**src/design/csf_queue.sv**
```systemverilog
// two-entry descriptor queue between the front and the back
`default_nettype none

module csf_queue #(
    parameter int DW = 8
) (
    input  wire logic          i_clk,
    input  wire logic          i_rst_n,
    input  wire logic          i_push,
    input  wire logic [DW-1:0] i_data,
    output logic               o_full,
    input  wire logic          i_pop,
    output logic               o_empty,
    output logic [DW-1:0]      o_data
);

    logic [DW-1:0] r_mem [2];
    logic          r_wp;
    logic          r_rp;
    logic [1:0]    r_cnt;
    logic          s_push;
    logic          s_pop;

    assign o_full  = (r_cnt == 2'd2);
    assign o_empty = (r_cnt == 2'd0);
    assign o_data  = r_mem[r_rp];
    assign s_push  = i_push && !o_full;
    assign s_pop   = i_pop && !o_empty;

    // pointers and fill count
    always_ff @(posedge i_clk) begin
        if (!i_rst_n) begin
            r_wp  <= 1'b0;
            r_rp  <= 1'b0;
            r_cnt <= 2'd0;
        end else begin
            if (s_push) begin
                r_wp <= ~r_wp;
            end
            if (s_pop) begin
                r_rp <= ~r_rp;
            end
            if (s_push && !s_pop) begin
                r_cnt <= r_cnt + 2'd1;
            end else if (s_pop && !s_push) begin
                r_cnt <= r_cnt - 2'd1;
            end
        end
    end

    // entry storage
    always_ff @(posedge i_clk) begin
        if (s_push) begin
            r_mem[r_wp] <= i_data;
        end
    end

endmodule

`default_nettype wire

```
**config.mk**
```make
export PLATFORM = sky130hd
export DESIGN_NAME = csf_queue
export DESIGN_NICKNAME = d
export VERILOG_FILES = /design/src/design/csf_queue.sv
export SDC_FILE = /design/constraint.sdc
export NUM_CORES = 1
export LEC_CHECK = 0
export BUFFER_PORTS_ARGS = -buffer_cell sky130_fd_sc_hd__buf_2
export CAP_MARGIN = 20
export CORE_ASPECT_RATIO = 1.25
export CORE_MARGIN = 5
export CORE_UTILIZATION = 35
export CTS_CLUSTER_DIAMETER = 150
export DETAILED_ROUTE_END_ITERATION = 12
export HOLD_SLACK_MARGIN = 0.03
export PLACE_DENSITY_LB_ADDON = 0.12
export SLEW_MARGIN = 20
export SYNTH_ARGS = -nofsm -noshare
export SYNTH_HDL_FRONTEND = slang
export SYNTH_SLANG_ARGS = --single-unit
export TNS_END_PERCENT = 50
```
**constraint.sdc**
```tcl
create_clock -name i_clk -period 4.67 [get_ports i_clk]
set_input_delay 0.2335 -clock i_clk [delete_from_list [all_inputs] [get_ports i_clk]]
set_output_delay 0.2335 -clock i_clk [all_outputs]
set_load 0.01 [all_outputs]
```
==> results.md <==
- The flow ran to the end, and the final reports show no timing, DRC or antenna violations.
- The via count of the first global-routing pass is 475.
- The worst reg-to-reg setup slack is 3080 ps.
- The clock network accounts for 16.8% of the total power.
- The endpoint with the worst hold slack is r_mem[1][3].
- The synthesized-area fraction occupied by xor and xnor cells is 3.27%.
- The combinational family with the most area after synthesis is multiplexers.
- In the post-synthesis netlist, the cell with the most instances is sky130_fd_sc_hd__edfxtp_1.
- Among all flip-flop cells after synthesis, the most frequent one is sky130_fd_sc_hd__edfxtp_1.
- The startpoint of the worst hold path is i_data[3].
- Buffers placed on the I/O ports in this run total 21.
- Along the worst hold path, the cell count comes to 1.
- The core area is 2210 sq um.
- CTS built an H-tree with a depth of 1.
- The routed layout has 459 vias.
- The relative max-transition margin is 51.4%.
- After layout, the worst path uses 34.4% of the clock period.
- Data on the critical path arrives at its endpoint at 1370 ps.
- The length of the first detailed-routing pass in iterations is 2.
- Clock skew on the completed layout was measured at 2.22 ps.
- The root buffer cell chosen for the clock tree is sky130_fd_sc_hd__clkbuf_4.
- Relative to the synthesized area, the layout overhead comes to 20.7%.
- The initial standard-cell utilization of the core is 36.3%.
- The synthesized netlist devotes 1.56% of its cell area to adder and majority cells.
- The CTS tree is built.
- The final hold violation count is 0.
- The worst setup path is captured at an output port.
- In this run the worst hold path is classified as in -> reg.
- Counting flops with an async set or reset pin after synthesis yields a share of 0%.
- The cell area that synthesis handed to floorplanning was 803 sq um.
- Detailed placement finished with a half-perimeter wire length of 947 microns.
- The met2 track demand over resource in global routing is 13.4%.
- For the worst flop-to-flop path, the logic depth is 6.
- The maximum fanout along the worst path is 8.
- The data required time of the critical path is 4440 ps.
- Setup repair after global routing left no endpoint under its margin.
- The maximum number of pins on one net before global-route repair is 13.
- Global routing consumed, over all layers together, 8.61% of the routing resources.
- The post-route minimum period is 1610 ps.
- The CTS buffer count is 3.
- The switching part of the total power is 30.3%.
- The commonest cells after synthesis are 16 x sky130_fd_sc_hd__edfxtp_1, 8 x sky130_fd_sc_hd__mux2_2, 5 x sky130_fd_sc_hd__dfxtp_1, 5 x sky130_fd_sc_hd__nor2_1.
- The final-report max-slew violation count came to 0.
- The routing usage on met3 is 2.83%.
- The fmax is 622 MHz.
- Global routing consumed, on the met1 layer, 10.2% of the routing resources.
- The proportion of layout cells with a drive suffix above 1 is 45.3%.
- The post-layout worst setup margin is 3060 ps.
- Multiplexer cells account for 11.2% of the synthesized area.
- The startpoint class of the critical path is a register.
- In the final timing run, aggregate negative setup slack is 0 ps.
- The complex-gate fraction of the synthesized area is 3.74%.
- For this design, the slowest cell found on the critical path is sky130_fd_sc_hd__dfxtp_1.
- The number of sinks on the clock net is 21.
- The number of antenna repair diodes is 0.
- In the routed design, unresolved DRC markers number 0.
- The final antenna-violating net count is 0.
- The global-route wire length before repair is 2.06 mm.
- The number of hold-repair buffers added at the cts stage is 0.
- The longest clock path from root to sink contains 2 buffers.
- The leakage component of the power is 0.391 nW.
- The die covers 3360 sq um.
- Yosys mapped a number of flops with a built-in enable equal to 16.
- The die span in y is 63.6 microns.
- In this run, post-CTS repair resized a total of 0 instances.
- Of the total power, registers draw 53.2%.
- In the final design database the tool counted 89 nets.
- Synthesis produced a netlist with a net count of 64.
- The total wirelength of the detailed-routed design is 1.26 mm.
- Internal power comes to 0.344 mW.
- The violation count after the first detailed-route iteration is 7.
- Using the TritonRoute via totals, the vias-per-cell ratio works out to 4.33.
- The most crowded layer after global routing is met2.
- In this run, the combinational gates consume 30.0% of the power.
- The global placement routability congestion is 0.692.
- The count of buffers added by post-CTS timing repair for setup is 0.
- The reg-to-reg startpoint is r_cnt[0].
- At the end of the flow the core is filled with cells to 43.9%.
- OpenSTA, run right after detailed placement, puts the worst setup slack at 3090 ps.
- For the pin with the worst max-slew slack, the measured transition is 725 ps.
- Setup violations remaining at the end of the flow were counted as 0.
- The tool flagged a number of max-cap violations equal to 0.
- The clock latency of the later-clocked register in the worst-skew pair is 290 ps.
- In this run, synthesis produced a sequential element count of 21.
- Synthesis instantiated 16 different standard cells from the library.
- The remaining global-route overflow is 0.
- Summed over all nets, the switching power comes to 0.149 mW.
- Walking the worst path, the cells encountered are mux2_2, buf_2.
- After synthesis, the cell types taking the most area are sky130_fd_sc_hd__edfxtp_1 60%, sky130_fd_sc_hd__dfxtp_1 12%, sky130_fd_sc_hd__mux2_2 11%.
- The number of core rows is 19.
- Counting the fill cells in the layout gives 218.
- Dividing the detail-routed wire length by the instance count gives 11.9 microns.
- For this run, the number of Yosys warnings is 0.
- The clock-pin slew on the worst setup and hold paths is 110 ps.
- In this run the power density over the cells is 509 nW/um^2.
- Dividing the synthesized area by the synthesized cell count gives 15.8 sq um.
- The worst register-to-register path ends at r_cnt[1].
- In this design, the stage delay of the slowest critical-path cell is 560 ps.
- The number of ports placed on the die boundary is 22.
- The library cell with the largest summed area after synthesis is sky130_fd_sc_hd__edfxtp_1.
- IR analysis of the VDD net gives a maximum drop of 233 uV.
- The horizontal die dimension is 52.9 microns.
- In this run the biggest area consumer among cell types represents 59.8% of the synthesized area.
- The initial antenna violation count is 0.
- The worst setup path is of the reg -> out kind.
- The count of mapped cells out of synthesis is 51.
- For this run, the register share of the synthesized area comes to 72.3%.
- Summing the areas of all and, or, nand and nor instances in the mapped netlist gives 5.92% of the synthesized area.
-- worst max path at each step --
stage | to | slack (ps)
2_1_floorplan | r_cnt[1] | 3120
3_3_place_gp | r_mem[0][5] | 3090
3_5_place_dp | r_mem[0][5] | 3090
4_1_cts | o_data[3] | 3020
5_1_grt | r_cnt[1] | 2930
6_report | o_data[3] | 3060
-- power groups by stage --
stage | logic (mW) | clock network (mW) | registers (mW)
6_report | 0.148 | 0.0827 | 0.262
2_1_floorplan | 0.112 | 0 | 0.254
5_1_grt | 0.168 | 0.0971 | 0.267
3_5_place_dp | 0.151 | 0 | 0.268
4_1_cts | 0.152 | 0.0852 | 0.263
3_3_place_gp | 0.151 | 0 | 0.268
-- layout make-up --
type	count	area (sq um)	area share, %
flip-flops and latches	21	581	59.9
multi-input cells	26	206	21.3
repair buffers	21	105	10.8
well taps	31	38.8	4.00
clock buffers	3	22.5	2.32
inverters	3	11.3	1.16
clock inverters	1	5.00	0.516
-- sequential cells by signal, indices dropped and copies added, names as in the netlist, named ones only --
| name | count |
|---|---|
| r_mem | 16 |
| r_cnt | 2 |
| r_rp | 1 |
| r_wp | 1 |
-- metrics by stage --
step / instance area, sq um / cells / power (mW) / hold slack, ps
after floorplan: 803 / 51 / 0.366 / 332
after global placement: 942 / 102 / 0.420 / 425
after detailed placement: 942 / 102 / 0.419 / 426
after CTS: 970 / 106 / 0.501 / 113
after global routing: 970 / 106 / 0.532 / 87.3
final: 970 / 106 / 0.493 / 120
-- critical path, delay by kind of cell, from the launching register on --
family   cells  cell delay, ps
buf+inv      1             140
mux          1             380
flops        1             560
-- cells by family after synthesis --
logic type                 after synthesis
AOI/OAI and AO/OA                        5
xor gates and xnor gates                 3
adders and majority gates                1
buffers and inverters                    4
DFF                                     21
muxes                                    8
and+or+nand+nor                          9
-- layout by cell type (no fill, tap or decap) --
cell / instances
sky130_fd_sc_hd__nor2_1: 5
sky130_fd_sc_hd__o21ai_0: 2
sky130_fd_sc_hd__a21boi_0: 1
sky130_fd_sc_hd__buf_2: 21
sky130_fd_sc_hd__nor3_2: 1
sky130_fd_sc_hd__clkbuf_4: 3
sky130_fd_sc_hd__xor2_1: 3
sky130_fd_sc_hd__a21oi_1: 1
sky130_fd_sc_hd__and3_1: 1
sky130_fd_sc_hd__or3_1: 1
sky130_fd_sc_hd__mux2_2: 8
sky130_fd_sc_hd__inv_1: 3
sky130_fd_sc_hd__o21a_1: 1
sky130_fd_sc_hd__nand2b_1: 1
sky130_fd_sc_hd__edfxtp_1: 16
sky130_fd_sc_hd__clkinv_2: 1
sky130_fd_sc_hd__dfxtp_1: 5
sky130_fd_sc_hd__ha_1: 1
-- per-layer routing --
layer,share of wire [%],up-vias,wire length [microns]
li1,-,232,-
met1,45,211,569
met2,47,14,590
met3,7.1,2,89
met4,1.0,0,13
met5,0,-,0
(Power assumes the default switching activity.)
