**src/design/csf_pkg.sv**
```systemverilog
// shared types and constants of the clipped span fill unit
`default_nettype none

package csf_pkg;

    // command codes of an input item
    localparam logic [1:0] CMD_PLOT  = 2'd0;
    localparam logic [1:0] CMD_SPAN  = 2'd1;
    localparam logic [1:0] CMD_ERASE = 2'd2;
    localparam logic [1:0] CMD_READ  = 2'd3;

    // configuration register indexes
    localparam logic [1:0] CFG_SCREEN_WIDTH  = 2'd0;
    localparam logic [1:0] CFG_SCREEN_HEIGHT = 2'd1;
    localparam logic [1:0] CFG_FRONT_COLOR   = 2'd2;
    localparam logic [1:0] CFG_BACK_COLOR    = 2'd3;

    // configuration reset values
    localparam logic [8:0]  RST_SCREEN_WIDTH  = 9'd100;
    localparam logic [8:0]  RST_SCREEN_HEIGHT = 9'd100;
    localparam logic [31:0] RST_FRONT_COLOR   = 32'hffff_ffff;
    localparam logic [31:0] RST_BACK_COLOR    = 32'h0000_00ff;

    // field widths
    localparam int COORD_W = 16;
    localparam int SIZE_W  = 9;
    localparam int COLOR_W = 32;

    // work kinds handed from front to back
    typedef enum logic [1:0] {
        OP_MISS  = 2'd0,
        OP_WRITE = 2'd1,
        OP_READ  = 2'd2,
        OP_ERASE = 2'd3
    } t_op;

    // control part of one queued work descriptor
    typedef struct packed {
        t_op  op;
        logic hit;
        logic vert;
    } t_ctrl;

    localparam int CTRL_W = $bits(t_ctrl);

endpackage

`default_nettype wire

```
**src/design/csf_front.sv**
```systemverilog
// front end: accepts items, orders span ends, clips and builds descriptors
`default_nettype none

module csf_front
    import csf_pkg::*;
#(
    parameter int MAX_WIDTH  = 256,
    parameter int MAX_HEIGHT = 256
) (
    input  wire logic                         i_clk,
    input  wire logic                         i_rst_n,
    input  wire logic                         i_in_valid,
    output logic                              o_in_ready,
    input  wire logic [1:0]                   i_cmd,
    input  wire logic signed [COORD_W-1:0]    i_x_first,
    input  wire logic signed [COORD_W-1:0]    i_y_first,
    input  wire logic signed [COORD_W-1:0]    i_x_second,
    input  wire logic signed [COORD_W-1:0]    i_y_second,
    input  wire logic [SIZE_W-1:0]            i_screen_width,
    input  wire logic [SIZE_W-1:0]            i_screen_height,
    output logic                              o_push,
    input  wire logic                         i_q_full,
    output t_ctrl                             o_ctrl,
    output logic [$clog2(MAX_WIDTH*MAX_HEIGHT)-1:0] o_addr,
    output logic [((($clog2(MAX_WIDTH)) > ($clog2(MAX_HEIGHT))) ?
                   $clog2(MAX_WIDTH) : $clog2(MAX_HEIGHT))-1:0] o_len
);

    localparam int AW = $clog2(MAX_WIDTH * MAX_HEIGHT);
    localparam int XW = $clog2(MAX_WIDTH);
    localparam int YW = $clog2(MAX_HEIGHT);
    localparam int LW = (XW > YW) ? XW : YW;
    localparam int CW = COORD_W + 2;
    localparam logic signed [CW-1:0] MW_S = CW'(MAX_WIDTH);
    localparam logic signed [CW-1:0] MH_S = CW'(MAX_HEIGHT);
    localparam logic [AW-1:0] ROW_STEP = AW'(MAX_WIDTH);

    typedef enum logic [2:0] {
        F_IDLE = 3'b001,
        F_CLIP = 3'b010,
        F_PUSH = 3'b100
    } t_fstate;

    t_fstate r_state;
    t_fstate n_state;

    logic [1:0]                r_cmd;
    logic signed [COORD_W-1:0] r_x0;
    logic signed [COORD_W-1:0] r_y0;
    logic signed [COORD_W-1:0] r_x1;
    logic signed [COORD_W-1:0] r_y1;
    t_ctrl                     r_ctrl;
    logic [XW-1:0]             r_col;
    logic [YW-1:0]             r_row;
    logic [LW-1:0]             r_last;

    logic                      s_accept;
    logic signed [COORD_W-1:0] s_ox0, s_oy0, s_ox1, s_oy1;
    logic signed [CW-1:0]      s_sw, s_sh, s_w, s_h, s_wm1, s_hm1;
    logic signed [CW-1:0]      s_x0, s_y0, s_x1, s_y1;
    logic signed [CW-1:0]      s_xs, s_xe, s_ys, s_ye;
    logic                      s_inside, s_x_ok, s_y_ok, s_vert, s_v_go, s_h_go;
    t_ctrl                     n_ctrl;
    logic [XW-1:0]             n_col;
    logic [YW-1:0]             n_row;
    logic [LW-1:0]             n_last;

    assign o_in_ready = (r_state == F_IDLE);
    assign s_accept   = i_in_valid && o_in_ready;

    // order the span ends, other commands keep the first point
    always_comb begin
        if (i_cmd == CMD_SPAN) begin
            s_ox0 = (i_x_first > i_x_second) ? i_x_second : i_x_first;
            s_ox1 = (i_x_first > i_x_second) ? i_x_first  : i_x_second;
            s_oy0 = (i_y_first > i_y_second) ? i_y_second : i_y_first;
            s_oy1 = (i_y_first > i_y_second) ? i_y_first  : i_y_second;
        end else begin
            s_ox0 = i_x_first;
            s_ox1 = i_x_first;
            s_oy0 = i_y_first;
            s_oy1 = i_y_first;
        end
    end

    // effective screen size, limited to the store
    always_comb begin
        s_sw  = $signed({{(CW-SIZE_W){1'b0}}, i_screen_width});
        s_sh  = $signed({{(CW-SIZE_W){1'b0}}, i_screen_height});
        s_w   = (s_sw > MW_S) ? MW_S : s_sw;
        s_h   = (s_sh > MH_S) ? MH_S : s_sh;
        s_wm1 = s_w - CW'(1);
        s_hm1 = s_h - CW'(1);
    end

    // clipping against the visible screen
    always_comb begin
        s_x0 = $signed({{(CW-COORD_W){r_x0[COORD_W-1]}}, r_x0});
        s_y0 = $signed({{(CW-COORD_W){r_y0[COORD_W-1]}}, r_y0});
        s_x1 = $signed({{(CW-COORD_W){r_x1[COORD_W-1]}}, r_x1});
        s_y1 = $signed({{(CW-COORD_W){r_y1[COORD_W-1]}}, r_y1});

        s_x_ok   = !s_x0[CW-1] && (s_x0 < s_w);
        s_inside = s_x_ok && !s_y0[CW-1] && (s_y0 < s_h);
        s_y_ok   = !s_y0[CW-1] && (s_y1 < s_h);
        s_vert   = (r_x0 == r_x1);

        s_ys   = s_y0[CW-1] ? '0 : s_y0;
        s_ye   = (s_y1 > s_hm1) ? s_hm1 : s_y1;
        s_xs   = s_x0[CW-1] ? '0 : s_x0;
        s_xe   = (s_x1 > s_wm1) ? s_wm1 : s_x1;
        s_v_go = s_x_ok && (s_ys <= s_ye);
        s_h_go = s_y_ok && (s_xs <= s_xe);
    end

    // descriptor selection per command
    always_comb begin
        n_ctrl.op   = OP_MISS;
        n_ctrl.hit  = 1'b0;
        n_ctrl.vert = 1'b0;
        n_col       = s_x0[XW-1:0];
        n_row       = s_y0[YW-1:0];
        n_last      = LW'(s_x0[XW-1:0]);
        case (r_cmd)
            CMD_PLOT: begin
                n_ctrl.op  = s_inside ? OP_WRITE : OP_MISS;
                n_ctrl.hit = s_inside;
            end
            CMD_READ: begin
                n_ctrl.op  = s_inside ? OP_READ : OP_MISS;
                n_ctrl.hit = s_inside;
            end
            CMD_ERASE: begin
                n_ctrl.op = OP_ERASE;
            end
            default: begin
                if (s_vert) begin
                    n_ctrl.op   = s_v_go ? OP_WRITE : OP_MISS;
                    n_ctrl.hit  = s_v_go;
                    n_ctrl.vert = 1'b1;
                    n_row       = s_ys[YW-1:0];
                    n_last      = LW'(s_ye[YW-1:0]);
                end else begin
                    n_ctrl.op  = s_h_go ? OP_WRITE : OP_MISS;
                    n_ctrl.hit = s_h_go;
                    n_col      = s_xs[XW-1:0];
                    n_last     = LW'(s_xe[XW-1:0]);
                end
            end
        endcase
    end

    // start address and run length
    assign o_ctrl = r_ctrl;
    assign o_addr = AW'(r_row) * ROW_STEP + AW'(r_col);
    assign o_len  = r_ctrl.vert ? (r_last - LW'(r_row)) : (r_last - LW'(r_col));
    assign o_push = (r_state == F_PUSH) && !i_q_full;

    // front sequencer
    always_comb begin
        n_state = r_state;
        unique case (r_state)
            F_IDLE: begin
                if (s_accept) begin
                    n_state = F_CLIP;
                end
            end
            F_CLIP: begin
                n_state = F_PUSH;
            end
            F_PUSH: begin
                if (!i_q_full) begin
                    n_state = F_IDLE;
                end
            end
            default: begin
                n_state = F_IDLE;
            end
        endcase
    end

    always_ff @(posedge i_clk) begin
        if (!i_rst_n) begin
            r_state <= F_IDLE;
        end else begin
            r_state <= n_state;
        end
    end

    // item and descriptor registers
    always_ff @(posedge i_clk) begin
        if (s_accept) begin
            r_cmd <= i_cmd;
            r_x0  <= s_ox0;
            r_y0  <= s_oy0;
            r_x1  <= s_ox1;
            r_y1  <= s_oy1;
        end
        if (r_state == F_CLIP) begin
            r_ctrl <= n_ctrl;
            r_col  <= n_col;
            r_row  <= n_row;
            r_last <= n_last;
        end
    end

endmodule

`default_nettype wire

```
**config.mk**
```make
export PLATFORM = sky130hd
export DESIGN_NAME = csf_front
export DESIGN_NICKNAME = d
export VERILOG_FILES = /design/src/design/csf_pkg.sv /design/src/design/csf_front.sv
export SDC_FILE = /design/constraint.sdc
export NUM_CORES = 1
export LEC_CHECK = 0
export BUFFER_PORTS_ARGS = -buffer_cell sky130_fd_sc_hd__buf_4
export CORE_ASPECT_RATIO = 0.6
export CORE_MARGIN = 2
export CORE_UTILIZATION = 40
export DETAILED_ROUTE_END_ITERATION = 10
export GPL_TIMING_DRIVEN = 0
export PLACE_DENSITY_LB_ADDON = 0.25
export SYNTH_ARGS = -nofsm -noshare
export SYNTH_HDL_FRONTEND = slang
export SYNTH_SLANG_ARGS = --single-unit
```
**constraint.sdc**
```tcl
create_clock -name i_clk -period 12.9 [get_ports i_clk]
set_input_delay 2.58 -clock i_clk [delete_from_list [all_inputs] [get_ports i_clk]]
set_output_delay 2.58 -clock i_clk [all_outputs]
set_load 0.02 [all_outputs]
```
==> flow_metrics.tcl <==
set metrics [dict create \
    syn_nets 1027 \
    grt_pass1_vias 6156 \
    synth_top_flop_cell "edfxtp_1" \
    die_area_um2 22200 \
    grt_max_degree 67 \
    track_usage_pct 21.5 \
    drtIter0Drc 656 \
    yosysWarnings 0 \
    ctsHoldBuffers 0 \
    required_ps 13120 \
    syn_avg_cell_area_um2 10.4 \
    hold_viol_final 0 \
    power.internal_w 0.000635 \
    h-tree-depth 3 \
    p_clk_share_pct 28.6 \
    synthArstFlopShare_pct 0 \
    start_kind "input pin" \
    dr.pass1.iters 7 \
    synth_top_area_share_pct 33.7 \
    synthCells 805 \
    path_cells "buf_4 > or3_4 > or4_4 > or4_4 > ha_1 > nand4_1 > o41ai_1 > or2_2 > buf_2 > buf_4 > nor2_1 > a21oi_1 > ha_1 > a211oi_1 > nor2_1 > o31ai_1 > o2111ai_1 > a221oi_1 > o211ai_2 > o31a_1 > a21oi_1" \
    criticalPathCategory "input pin to flip-flop" \
    pin_count 118 \
    timing.hold.ws_ps 509 \
    cts-resized-gates 0 \
    end_kind "flip-flop" \
    tightest_slew_ps 967 \
    setup_tns_ps 0 \
    period_share_pct 61.7 \
    fin_util_pct 48.9 \
    fmax_mhz 126 \
    synth_edf_count 94 \
    maxSlewViolCount 0 \
    placementRows 40 \
    syn_area_um2 8380 \
    cts_made_buffers 9 \
    cts.sinks 97 \
    synth_cell_types 70 \
    io_buffers 116 \
    ys_seq_area_share_pct 34.4 \
    cpMaxStageDelayCell "o41ai_1" \
    setup_violations 0 \
    pwr-share-seq_pct 42.7 \
    cp_top_family "compound AO/OA/AOI/OAI gates" \
    yosysTopAreaCell "edfxtp_1" \
    ys_ff_latch 97 \
    maxSlewHeadroom_pct 34.7 \
    areaGrowthSynthToFinish_pct 18.2 \
    path_buf_inv 3 \
    peakVddDrop_uv 91.6 \
    grt_pass1_wl_mm 35.7 \
    pwr-share-comb_pct 28.7 \
    antenna_found_initial 0 \
    drive_gt1_share_pct 23.5 \
    period_minus_slack_ps 7960 \
    ant_nets 0 \
    worst_path_largest_cell_delay_ps 930 \
    die_y_um 116 \
    hold_class "flip-flop to flip-flop" \
    fin_worst_skew_ps 12.1 \
    clk_latency_ps 360 \
    drc 0 \
    rrSetupSlack_ps 8120 \
    hpwl_mm 19.4 \
    worstPathMaxFanout 10 \
    cts.clk_slew.worst_paths_ps 80 \
    vias 6549 \
    final_nets 1155 \
    netSwitchingFraction_pct 32.4 \
    n_antenna_cell 0 \
    cts_setup_buffers 0 \
    outcome "complete, no violations" \
    coreArea_um2 20300 \
    wl_per_cell_um 19.2 \
    leakage_nw 4.29 \
    cts-root-buf "clkbuf_16" \
    netSwitchingPower_w 0.000305 \
    p_per_area_nw_per_um2 94.8 \
    grt_remaining_overflow 0 \
    initial_core_util_pct 41.4 \
    drv_cap 0 \
    crit_arrival_ps 8180 \
    cts_tree "built" \
    die_w_um 191 \
    rsz0062_at_grt "false" \
    cts_buffer_depth 2 \
    synthTopCellsByArea "edfxtp_1, ha_1, mux2_2" \
    vias_per_cell 5.41 \
    wl_mm 23.3 \
    gp_congestion 0.929 \
]
==> flip-flops by register name (all words and copies together) (netlist names) <==
signal	count
o_ctrl	4
r_cmd	2
r_col	8
r_last	8
r_row	8
r_state	3
r_x0	16
r_x1	16
r_y0	16
r_y1	16
==> cell families (layout without fill, tap and decap cells) <==
logic type               Yosys count  after routing  synth area share, %
AO/OA/AOI/OAI                    149            149                 11.6
flip-flops                        97             97                 34.4
buffers and inverters             71            204                 3.82
multiplexers                      77             77                 10.6
adder cells (fa/ha/maj)          134            134                 20.1
XOR/XNOR                          31             31                 3.24
AND/OR/NAND/NOR                  246            246                 16.2
==> path summary, 6_finish.rpt <==
check,start,end,cells past startpoint
worst min register to register,r_state[0],r_state[2],1
worst max-delay path,i_screen_width[0],o_ctrl[2],21
worst max register to register,r_x1[15],o_ctrl[2],17
worst min-delay path,r_state[0],r_state[2],1
==> cells in the final DEF, fill, tap and decap left out, types with 7 or more instances in the layout <==
cell,netlist,final
mux2_2,52,52
nor4_1,10,10
nand2_1,36,36
nor2_1,43,42
clkbuf_1,7,7
nand4_1,21,21
a211oi_1,7,7
nand2b_1,21,21
o21a_1,7,7
a21oi_1,59,59
nor2b_1,47,47
mux2i_1,12,12
clkbuf_16,0,9
xor2_1,22,22
xnor2_1,9,9
and2_1,10,9
buf_4,3,119
inv_1,51,51
edfxtp_1,94,94
ha_1,133,133
a21o_1,13,13
nand3_1,14,14
mux2_4,10,10
nor3_1,17,17
o221ai_1,7,7
o21ai_0,18,18
==> power groups by stage <==
stage | Clock (W) | Combinational (W) | Sequential [W]
after floorplan | 0 | 0.000181 | 0.000393
after global placement | 0 | 0.000260 | 0.000408
after detailed placement | 0 | 0.000264 | 0.000407
after CTS | 0.000274 | 0.000267 | 0.000400
after global routing | 0.000286 | 0.000301 | 0.000403
final | 0.000269 | 0.000269 | 0.000401
==> area by class of cell <==
type	count	area [um2]
plain buffers	19	125
clock buffers	9	225
clock inverters	7	71.3
fillers	1930	10400
inverters	52	195
multi-input cells	637	5180
flip-flops and latches	97	2880
well taps	273	342
repair buffers	117	886
==> cell usage after synthesis (12+ instances only) <==
master	n
ha_1	133
edfxtp_1	94
a21oi_1	59
mux2_2	52
inv_1	51
nor2b_1	47
nor2_1	43
nand2_1	36
xor2_1	22
nand2b_1	21
nand4_1	21
o21ai_0	18
nor3_1	17
nand3_1	14
a21o_1	13
mux2i_1	12
==> layer usage <==
layer | up-vias | wire length [um] | share of wire (%) | GRT usage (%)
met4 | 0 | 116 | 0.50 | 3.36
met5 | - | 0 | 0 | 0
met3 | 7 | 2050 | 8.8 | 4.78
met1 | 3032 | 13300 | 57 | 37.2
li1 | 3264 | - | - | -
met2 | 246 | 7790 | 33 | 25.8
==> through the flow <==
step	power [W]	instance area [um2]	setup slack, ps	cells
floorplan	0.000574	8380	5700	805
global placement	0.000668	9590	4670	1194
detailed placement	0.000671	9610	4630	1195
CTS	0.000940	9910	5000	1211
global route	0.000990	9910	4670	1211
finish	0.000940	9910	4940	1211
(Power assumes the default switching activity.)
